<file path="config.mk">
export PLATFORM = sky130hd
export DESIGN_NAME = video_plane_layout_calc_top
export DESIGN_NICKNAME = d
export VERILOG_FILES = /design/src/sv/vplc_pkg.sv /design/src/sv/video_plane_layout_calc_top.sv
export VERILOG_INCLUDE_DIRS = /design/src /design/src/sv
export SDC_FILE = /design/constraint.sdc
export NUM_CORES = 2
export LEC_CHECK = 0
export ABC_AREA = 1
export BUFFER_PORTS_ARGS = -buffer_cell sky130_fd_sc_hd__buf_2
export CAP_MARGIN = 20
export CORE_UTILIZATION = 64
export CTS_BUF_LIST = sky130_fd_sc_hd__clkbuf_2 sky130_fd_sc_hd__clkbuf_4 sky130_fd_sc_hd__clkbuf_8
export DETAILED_ROUTE_END_ITERATION = 8
export PLACE_DENSITY = 0.83
export SLEW_MARGIN = 15
export SYNTH_ARGS = -nofsm -noshare
export SYNTH_HDL_FRONTEND = slang
export SYNTH_SLANG_ARGS = --single-unit
</file>
<file path="constraint.sdc">
create_clock -name clock -period 9.1 [get_ports clock]
set_input_delay 0.91 -clock clock [delete_from_list [all_inputs] [get_ports clock]]
set_output_delay 0.91 -clock clock [all_outputs]
set_load 0.01 [all_outputs]
</file>
<file path="src/sv/video_plane_layout_calc_top_assert.svh">
// ----------------------------------------------------------------------------
// Layout calculator assertion macros
// Implication and next-cycle checks clocked on the rising edge and gated by reset.
// ----------------------------------------------------------------------------
`ifndef VIDEO_PLANE_LAYOUT_CALC_TOP_ASSERT_SVH
`define VIDEO_PLANE_LAYOUT_CALC_TOP_ASSERT_SVH

// same-cycle implication
`define VPLC_ASSERT_IMP(lbl, clk, rst, ante, cons) \
   lbl: assert property (@(posedge clk) disable iff (rst) (ante) |-> (cons)) \
      else $error("vplc: same-cycle check failed");

// next-cycle implication
`define VPLC_ASSERT_NXT(lbl, clk, rst, ante, cons) \
   lbl: assert property (@(posedge clk) disable iff (rst) (ante) |=> (cons)) \
      else $error("vplc: next-cycle check failed");

`endif

</file>
<file path="src/sv/vplc_pkg.sv">
// ----------------------------------------------------------------------------
// vplc_pkg
// Format codes, field widths and defaults for the plane layout calculator.
// ----------------------------------------------------------------------------
`timescale 1ns / 1ps

package vplc_pkg;

   localparam int FORMAT_W    = 5;
   localparam int DIM_W       = 14;
   localparam int SIZE_W      = 31;
   localparam int PITCH_W     = 16;
   localparam int REQ_DATA_W  = 40;
   localparam int RSP_DATA_W  = 192;

   localparam int DEF_ALIGN_BYTES = 32;
   localparam int DEF_DIM_BITS    = 14;

   typedef logic [FORMAT_W-1:0] format_type;
   typedef logic [2:0]          plane_cnt_type;

   localparam format_type FMT_NONE = 5'd0;
   localparam format_type FMT_I420 = 5'd1;
   localparam format_type FMT_NV12 = 5'd2;
   localparam format_type FMT_Y800 = 5'd3;
   localparam format_type FMT_YVYU = 5'd4;
   localparam format_type FMT_YUY2 = 5'd5;
   localparam format_type FMT_UYVY = 5'd6;
   localparam format_type FMT_RGBA = 5'd7;
   localparam format_type FMT_BGRA = 5'd8;
   localparam format_type FMT_BGRX = 5'd9;
   localparam format_type FMT_AYUV = 5'd10;
   localparam format_type FMT_I444 = 5'd11;
   localparam format_type FMT_BGR3 = 5'd12;
   localparam format_type FMT_I422 = 5'd13;
   localparam format_type FMT_I40A = 5'd14;
   localparam format_type FMT_I42A = 5'd15;
   localparam format_type FMT_YUVA = 5'd16;

endpackage

</file>
<file path="src/sv/video_plane_layout_calc_top.sv">
// ----------------------------------------------------------------------------
// video_plane_layout_calc_top
// Frame buffer layout (total size, plane offsets, line pitches) per format.
// ----------------------------------------------------------------------------
// Takes one request word per cycle while req_tready is high and returns one
// response word per request, in order. The three register stages are: the
// plane products w*h, w/2*h/2 and w/2*h; the aligned quotient of each plane
// size (a shift for a power-of-two ALIGN_BYTES, else a constant reciprocal
// multiply); and the response register, where the quotients are scaled back
// and summed into offsets.
// Stages hold their word under back-pressure and bubbles are squeezed out,
// so a request is taken while a finished response waits if an earlier stage
// is free. Codes 0 and above 16 give an all-zero response.
`timescale 1ns / 1ps
`include "video_plane_layout_calc_top_assert.svh"

module video_plane_layout_calc_top
   import vplc_pkg::*;
#(
   parameter int ALIGN_BYTES = DEF_ALIGN_BYTES,
   parameter int DIM_BITS    = DEF_DIM_BITS
) (
   input  logic                  clock,
   input  logic                  reset,
   input  logic                  req_tvalid,
   output logic                  req_tready,
   // format_code[4:0], frame_width[18:5], frame_height[32:19], zero[39:33]
   input  logic [REQ_DATA_W-1:0] req_tdata,
   output logic                  rsp_tvalid,
   input  logic                  rsp_tready,
   // total_bytes[30:0], plane1_offset[61:31], plane2_offset[92:62],
   // plane3_offset[123:93], pitch0[139:124], pitch1[155:140],
   // pitch2[171:156], pitch3[187:172], zero[191:188]
   output logic [RSP_DATA_W-1:0] rsp_tdata
);

   localparam int EB     = (DIM_BITS < DIM_W) ? DIM_BITS : DIM_W;
   localparam int SZW    = 2 * EB + 2;
   localparam int AW1    = $clog2(ALIGN_BYTES + 1);
   localparam int YW     = ((SZW > AW1) ? SZW : AW1) + 1;
   localparam int SUMW   = YW + 2;
   localparam int PW     = EB + 2;
   localparam int L2A    = $clog2(ALIGN_BYTES);
   localparam int RSH    = YW + L2A;
   localparam int PRODW  = 2 * YW + 2;
   localparam bit ALIGN_POW2 = ((ALIGN_BYTES & (ALIGN_BYTES - 1)) == 0);
   localparam logic [63:0] RECIP =
      ((64'd1 << RSH) + 64'(ALIGN_BYTES) - 64'd1) / 64'(ALIGN_BYTES);
   localparam logic [YW-1:0] A_Y   = YW'(ALIGN_BYTES);
   localparam logic [YW-1:0] A_M1  = YW'(ALIGN_BYTES - 1);

   // ---------------- flow control ----------------
   logic st1_valid_ff, st1_valid_in;
   logic st2_valid_ff, st2_valid_in;
   logic rsp_valid_ff, rsp_valid_in;
   logic out_en, st2_en, st1_en;

   assign out_en     = !rsp_valid_ff || rsp_tready;
   assign st2_en     = !st2_valid_ff || out_en;
   assign st1_en     = !st1_valid_ff || st2_en;
   assign req_tready = st1_en;

   assign st1_valid_in = st1_en ? req_tvalid   : st1_valid_ff;
   assign st2_valid_in = st2_en ? st1_valid_ff : st2_valid_ff;
   assign rsp_valid_in = out_en ? st2_valid_ff : rsp_valid_ff;

   always_ff @(posedge clock) begin
      if (reset) begin
         st1_valid_ff <= 1'b0;
         st2_valid_ff <= 1'b0;
         rsp_valid_ff <= 1'b0;
      end else begin
         st1_valid_ff <= st1_valid_in;
         st2_valid_ff <= st2_valid_in;
         rsp_valid_ff <= rsp_valid_in;
      end
   end

   // ---------------- stage 1: products ----------------
   logic [EB-1:0]     req_w, req_h;
   logic [EB-2:0]     req_w2, req_h2;
   format_type        fmt1_ff, fmt1_in;
   logic [EB-1:0]     w1_ff, w1_in;
   logic [2*EB-1:0]   pwh1_ff, pwh1_in;
   logic [2*EB-3:0]   phh1_ff, phh1_in;
   logic [2*EB-2:0]   p2h1_ff, p2h1_in;

   assign req_w  = req_tdata[FORMAT_W +: EB];
   assign req_h  = req_tdata[FORMAT_W + DIM_W +: EB];
   assign req_w2 = req_w[EB-1:1];
   assign req_h2 = req_h[EB-1:1];

   assign fmt1_in = req_tdata[FORMAT_W-1:0];
   assign w1_in   = req_w;
   assign pwh1_in = (2*EB)'(req_w) * (2*EB)'(req_h);
   assign phh1_in = (2*EB-2)'(req_w2) * (2*EB-2)'(req_h2);
   assign p2h1_in = (2*EB-1)'(req_w2) * (2*EB-1)'(req_h);

   always_ff @(posedge clock) begin
      if (st1_en) begin
         fmt1_ff <= fmt1_in;
         w1_ff   <= w1_in;
         pwh1_ff <= pwh1_in;
         phh1_ff <= phh1_in;
         p2h1_ff <= p2h1_in;
      end
   end

   // ---------------- stage 2: sizes and aligned quotients ----------------
   logic [SZW-1:0]  s0, s1, s3;
   logic [SZW-1:0]  wh;
   logic [PW-1:0]   w_x, w2_x;
   plane_cnt_type   planes;
   logic [PW-1:0]   pt0, pt1, pt2, pt3;
   logic [YW-1:0]   y0, y1, y3;
   logic [PRODW-1:0] m0, m1, m3;

   plane_cnt_type   planes2_ff, planes2_in;
   logic [YW-1:0]   q0_ff, q0_in, q1_ff, q1_in, q3_ff, q3_in;
   logic [PW-1:0]   pt0_ff, pt1_ff, pt2_ff, pt3_ff;

   assign wh   = SZW'(pwh1_ff);
   assign w_x  = PW'(w1_ff);
   assign w2_x = PW'(w1_ff[EB-1:1]);

   always_comb begin
      s0     = '0;
      s1     = '0;
      planes = 3'd0;
      pt0    = '0;
      pt1    = '0;
      case (fmt1_ff)
         FMT_I420, FMT_I40A: begin
            planes = (fmt1_ff == FMT_I40A) ? 3'd4 : 3'd3;
            s0 = wh;  s1 = SZW'(phh1_ff);
            pt0 = w_x; pt1 = w2_x;
         end
         FMT_NV12: begin
            planes = 3'd2;
            s0 = wh;  s1 = SZW'(phh1_ff) << 1;
            pt0 = w_x; pt1 = w_x;
         end
         FMT_Y800: begin
            planes = 3'd1;
            s0 = wh;  pt0 = w_x;
         end
         FMT_YVYU, FMT_YUY2, FMT_UYVY: begin
            planes = 3'd1;
            s0 = wh << 1;  pt0 = w_x << 1;
         end
         FMT_RGBA, FMT_BGRA, FMT_BGRX, FMT_AYUV: begin
            planes = 3'd1;
            s0 = wh << 2;  pt0 = w_x << 2;
         end
         FMT_BGR3: begin
            planes = 3'd1;
            s0 = (wh << 1) + wh;  pt0 = (w_x << 1) + w_x;
         end
         FMT_I444, FMT_YUVA: begin
            planes = (fmt1_ff == FMT_YUVA) ? 3'd4 : 3'd3;
            s0 = wh;  s1 = wh;
            pt0 = w_x; pt1 = w_x;
         end
         FMT_I422, FMT_I42A: begin
            planes = (fmt1_ff == FMT_I42A) ? 3'd4 : 3'd3;
            s0 = wh;  s1 = SZW'(p2h1_ff);
            pt0 = w_x; pt1 = w2_x;
         end
         FMT_NONE: begin
            planes = 3'd0;
         end
         default: begin
            planes = 3'd0;
         end
      endcase
      s3  = (planes == 3'd4) ? wh : '0;
      pt2 = (planes >= 3'd3) ? pt1 : '0;
      pt3 = (planes == 3'd4) ? w_x : '0;
   end

   assign y0 = YW'(s0) + A_M1;
   assign y1 = YW'(s1) + A_M1;
   assign y3 = YW'(s3) + A_M1;

   assign m0 = PRODW'(y0) * PRODW'(RECIP);
   assign m1 = PRODW'(y1) * PRODW'(RECIP);
   assign m3 = PRODW'(y3) * PRODW'(RECIP);

   always_comb begin
      if (ALIGN_POW2) begin
         q0_in = y0 >> L2A;
         q1_in = y1 >> L2A;
         q3_in = y3 >> L2A;
      end else begin
         q0_in = YW'(m0 >> RSH);
         q1_in = YW'(m1 >> RSH);
         q3_in = YW'(m3 >> RSH);
      end
   end

   assign planes2_in = planes;

   always_ff @(posedge clock) begin
      if (st2_en) begin
         planes2_ff <= planes2_in;
         q0_ff      <= q0_in;
         q1_ff      <= q1_in;
         q3_ff      <= q3_in;
         pt0_ff     <= pt0;
         pt1_ff     <= pt1;
         pt2_ff     <= pt2;
         pt3_ff     <= pt3;
      end
   end

   // ---------------- stage 3: offsets and totals ----------------
   logic [YW-1:0]   r0, r1, r3;
   logic [SUMW-1:0] off1_s, off2_s, off3_s, total_s;
   logic [SIZE_W-1:0]  total_ff, total_in, off1_ff, off1_in;
   logic [SIZE_W-1:0]  off2_ff, off2_in, off3_ff, off3_in;
   logic [PITCH_W-1:0] pitch0_ff, pitch1_ff, pitch2_ff, pitch3_ff;

   assign r0 = q0_ff * A_Y;
   assign r1 = q1_ff * A_Y;
   assign r3 = q3_ff * A_Y;

   always_comb begin
      off1_s  = SUMW'(r0);
      off2_s  = SUMW'(r0) + SUMW'(r1);
      off3_s  = off2_s + SUMW'(r1);
      total_s = '0;
      case (planes2_ff)
         3'd1:    total_s = off1_s;
         3'd2:    total_s = off2_s;
         3'd3:    total_s = off3_s;
         3'd4:    total_s = off3_s + SUMW'(r3);
         default: total_s = '0;
      endcase
   end

   assign total_in = SIZE_W'(total_s);
   assign off1_in  = (planes2_ff >= 3'd2) ? SIZE_W'(off1_s) : '0;
   assign off2_in  = (planes2_ff >= 3'd3) ? SIZE_W'(off2_s) : '0;
   assign off3_in  = (planes2_ff == 3'd4) ? SIZE_W'(off3_s) : '0;

   always_ff @(posedge clock) begin
      if (out_en) begin
         total_ff  <= total_in;
         off1_ff   <= off1_in;
         off2_ff   <= off2_in;
         off3_ff   <= off3_in;
         pitch0_ff <= PITCH_W'(pt0_ff);
         pitch1_ff <= PITCH_W'(pt1_ff);
         pitch2_ff <= PITCH_W'(pt2_ff);
         pitch3_ff <= PITCH_W'(pt3_ff);
      end
   end

   assign rsp_tvalid = rsp_valid_ff;
   assign rsp_tdata  = {4'b0, pitch3_ff, pitch2_ff, pitch1_ff, pitch0_ff,
                        off3_ff, off2_ff, off1_ff, total_ff};

   // ---------------- checks ----------------
   logic offsets_ordered;

   assign offsets_ordered = (off1_ff <= off2_ff) && (off2_ff <= off3_ff) &&
                            (off3_ff <= total_ff);

   `VPLC_ASSERT_IMP(a_ready_when_out_free, clock, reset, !rsp_valid_ff, req_tready)
   `VPLC_ASSERT_NXT(a_st2_moves_to_out, clock, reset, st2_valid_ff && out_en, rsp_valid_ff)
   `VPLC_ASSERT_IMP(a_offsets_ordered, clock, reset, rsp_valid_ff && (off3_ff != '0), offsets_ordered)

endmodule

</file>
==> impl_metrics.csv <==
group,metric,value,unit
outcome,outcome,"finished, violations left",
outcome,failed_checks,"design-rule violations",
sta,hold_viol_final,0,
min_path,hold_path_depth,0,
synthesis,synth-edff-count,397,
cts,clk_latency,0.67,ns
cts,hold_buffers,0,
cts,clk_pin_slew,0.06,ns
min_path,hp-start,"pt3_ff[11]",
sta,rsz0062_at_grt,"false",
job,maxCapViolCount,0,
synthesis,syn_inst,4318,
die,pin_count,238,
sta,max_freq,157.1,MHz
finish,fin_nets,5177,
finish,syn_to_final_growth,7.531,%
synthesis,synthArstFlopShare,0,
cts,cts_setup_buffers,0,
sta,setup_viol,0,
cts,numCtsBuffers,56,
route,detail_route.iter0.violations,2433,
finish,multi_input_area,0.02148,mm2
route,wl_per_cell,18.56,um
finish,utilization,0.6952,
synthesis,ys_ff_latch,400,
die,chipHeight,243.2,um
cts,cts-resized-gates,0,
setup_path,crit_arrival,6.74,ns
route,viasPerCell,5.609,
finish,drive_above_1_share,0.08898,
cts,cts_sinks,400,
power,power_leakage,21.09,nW
power,ir_drop,0.2698,mV
sta,fin_setup_tns,0,ns
route,routed_wl,98910,um
placement,io_buffers,200,
die,dieArea,0.05914,mm2
route,ant_nets,0,
power,p_per_area,355.3,mW/mm2
global_routing,track_usage,0.3384,
cts,cts_root_buf,"clkbuf_8",
sta,finalCritPeriodShare,0.6993,
finish,fillers,4609,
global_routing,grt_pass1_vias,30341,
sta,maxSlewHeadroom,0.2987,
die,rows,88,
setup_path,path_max_fanout,15,
setup_path,crit-reg2reg-launch,"q1_ff[0]",
route,dr.pass1.iters,8,
global_routing,grt_max_degree,85,
setup_path,worst_ep_required_time,9.48,ns
global_routing,grt_pass1_wl,156100,um
sta,fin_crit,6.364,ns
synthesis,ys_seq_area_frac,0.3218,
die,die_x,243.2,um
sta,whs,0.4201,ns
synthesis,synth_cell_types,63,
synthesis,syn_avg_cell_area,8.623,um2
setup_path,cp-end-kind,"flip-flop",
placement,globalplace.congestion,0.9755,
placement,place_area,0.03883,mm2
setup_path,r2r_setup_slack,2.88,ns
power,finalPower,14.23,mW
setup_path,r2r-end,"total_ff[27]",
cts,clk_path_buf_depth,3,
synthesis,yosysWarnings,0,
min_path,hold_path_class,"flip-flop to flip-flop",
route,dr_total_vias,29896,
route,drcViolationCount,3,
setup_path,cp-start-kind,"input port",
finish,fin_area,0.04004,mm2
sta,skew,0.03502,ns
global_routing,grt_overflow_total,0,
finish,register_area,0.01198,mm2
min_path,worstHoldEndpoint,"pitch3_ff[11]",
setup_path,crit_type,"input port to flip-flop",
sta,slew_violations,0,
global_routing,antenna_found_initial,3,
synthesis,syn_area,0.03723,mm2
die,design.core.area,0.05759,mm2
setup_path,r2r_cells,30,
synthesis,ys.flop_type,"edfxtp_1",
cts,cts_tree,"done",
cts,h-tree-depth,2,
placement,dpl.hpwl,81690,um
die,start_util,0.6466,
sta,worst_pin_slew,1.052,ns
## cell usage in the layout, fill, tap and decap left out, drive strengths merged, types with 9 or more instances in the layout
master / count
nor4: 17
edfxtp: 397
o22ai: 51
clkbuf: 66
o21bai: 16
o2111ai: 12
inv: 887
nor3: 38
nand2: 916
nand4: 53
ha: 319
nand3b: 17
o21ai: 142
a22oi: 17
a21oi: 246
a21o: 14
buf: 211
o21a: 9
clkinv: 32
xor2: 110
or2: 11
conb: 30
xnor2: 47
nor2: 369
nand3: 168
fa: 297
a31oi: 9
## logic make-up after synthesis
family | count (synthesis) | synth area share
xor+xnor | 157 | 0.03693
flops | 400 | 0.3218
compound gates | 560 | 0.08637
other cells | 1 | 0.0001007
fa+ha+maj | 616 | 0.2669
buf+inv | 987 | 0.1050
simple gates | 1597 | 0.1829
## metal layers
metal | GRT usage | up-vias | part of all wire
li1 | - | 14275 | -
met1 | 0.4062 | 13952 | 0.38
met2 | 0.5897 | 1344 | 0.49
met3 | 0.04157 | 323 | 0.068
met4 | 0.1883 | 2 | 0.061
met5 | 0 | - | 0.000081
## worst max-delay path: stages
cell,delay [ns]
buf_2,0.25
nand2_1,0.17
inv_1,0.07
fa_1,0.58
inv_1,0.06
fa_1,0.48
inv_1,0.06
fa_1,0.53
inv_1,0.06
fa_1,0.53
inv_1,0.06
fa_1,0.51
fa_1,0.49
ha_1,0.39
a21oi_1,0.28
o21ai_0,0.12
a31oi_1,0.18
nand3_1,0.23
nand3_1,0.12
nand2_1,0.09
a21oi_1,0.23
o21ai_0,0.13
xor2_1,0.17
## sequential cells by signal, indices dropped and copies added, names as in the netlist, 3 cells and up
name        cells
fmt1_ff         5
off1_ff        26
off2_ff        26
off3_ff        26
p2h1_ff        27
phh1_ff        26
pitch0_ff      16
pitch1_ff      14
pitch2_ff      14
pitch3_ff      14
planes2_ff      3
pt0_ff         16
pt1_ff         14
pt2_ff         14
pt3_ff         14
pwh1_ff        28
q0_ff          26
q1_ff          24
q3_ff          24
total_ff       26
w1_ff          14
## synthesized netlist by cell type, types with 12 or more instances
cell type    n  area (um2)
a21o_1      14       105.1
a21oi_1    245        1226
a22oi_1     17       127.6
buf_4       35       262.8
clkbuf_1    46       172.7
edfxtp_1   397       11920
fa_1       297        5946
ha_1       319        3991
inv_1      860        3228
inv_2       24       90.09
nand2_1    903        3390
nand3_1    154       770.7
nand3_2     12       120.1
nand3b_1    17       127.6
nand4_1     50       312.8
nor2_1     346        1299
nor2_2      18       112.6
nor3_1      35       175.2
nor4_1      16       100.1
o21ai_0    133       665.6
o21bai_1    16       120.1
o22ai_1     51       319.1
xnor2_1     47       411.6
xor2_1     110       963.4
## worst max path at each step
stage	start	to	slack (ns)	depth (start not counted)
after detailed placement	req_tdata[10]	pwh1_ff[26]	2.12	23
after floorplan	rsp_tready	req_tready	1.27	4
after global routing	q1_ff[0]	total_ff[27]	2.43	30
final	req_tdata[10]	pwh1_ff[26]	2.74	23
after global placement	req_tdata[10]	pwh1_ff[26]	2.21	23
after CTS	req_tdata[12]	pwh1_ff[26]	2.81	21
## where the power goes
group | leakage, nW | total [mW] | switching (mW) | internal, mW
clock | 0.616 | 1.48 | 0.705 | 0.774
sequential | 4.63 | 3.12 | 0.319 | 2.80
combinational | 15.8 | 9.62 | 6.19 | 3.43
total | 21.1 | 14.2 | 7.22 | 7.01
## area by class of cell
| class | count | share of cell area |
|---|---|---|
| inverters | 888 | 0.08341 |
| flip-flops and latches | 400 | 0.2993 |
| multi-input cells | 2960 | 0.5364 |
| clock inverters | 38 | 0.008594 |
| diodes | 2 | 0.0001250 |
| clock buffers | 66 | 0.02113 |
| well taps | 765 | 0.02391 |
| repair buffers | 211 | 0.02716 |
## metrics by stage
| stage | instances | setup WS, ns |
|---|---|---|
| floorplan | 4347 | 1.267 |
| global placement | 5222 | 2.211 |
| detailed placement | 5223 | 2.117 |
| CTS | 5327 | 2.810 |
| global route | 5329 | 2.433 |
| finish | 5330 | 2.736 |
(Power assumes the default switching activity.)
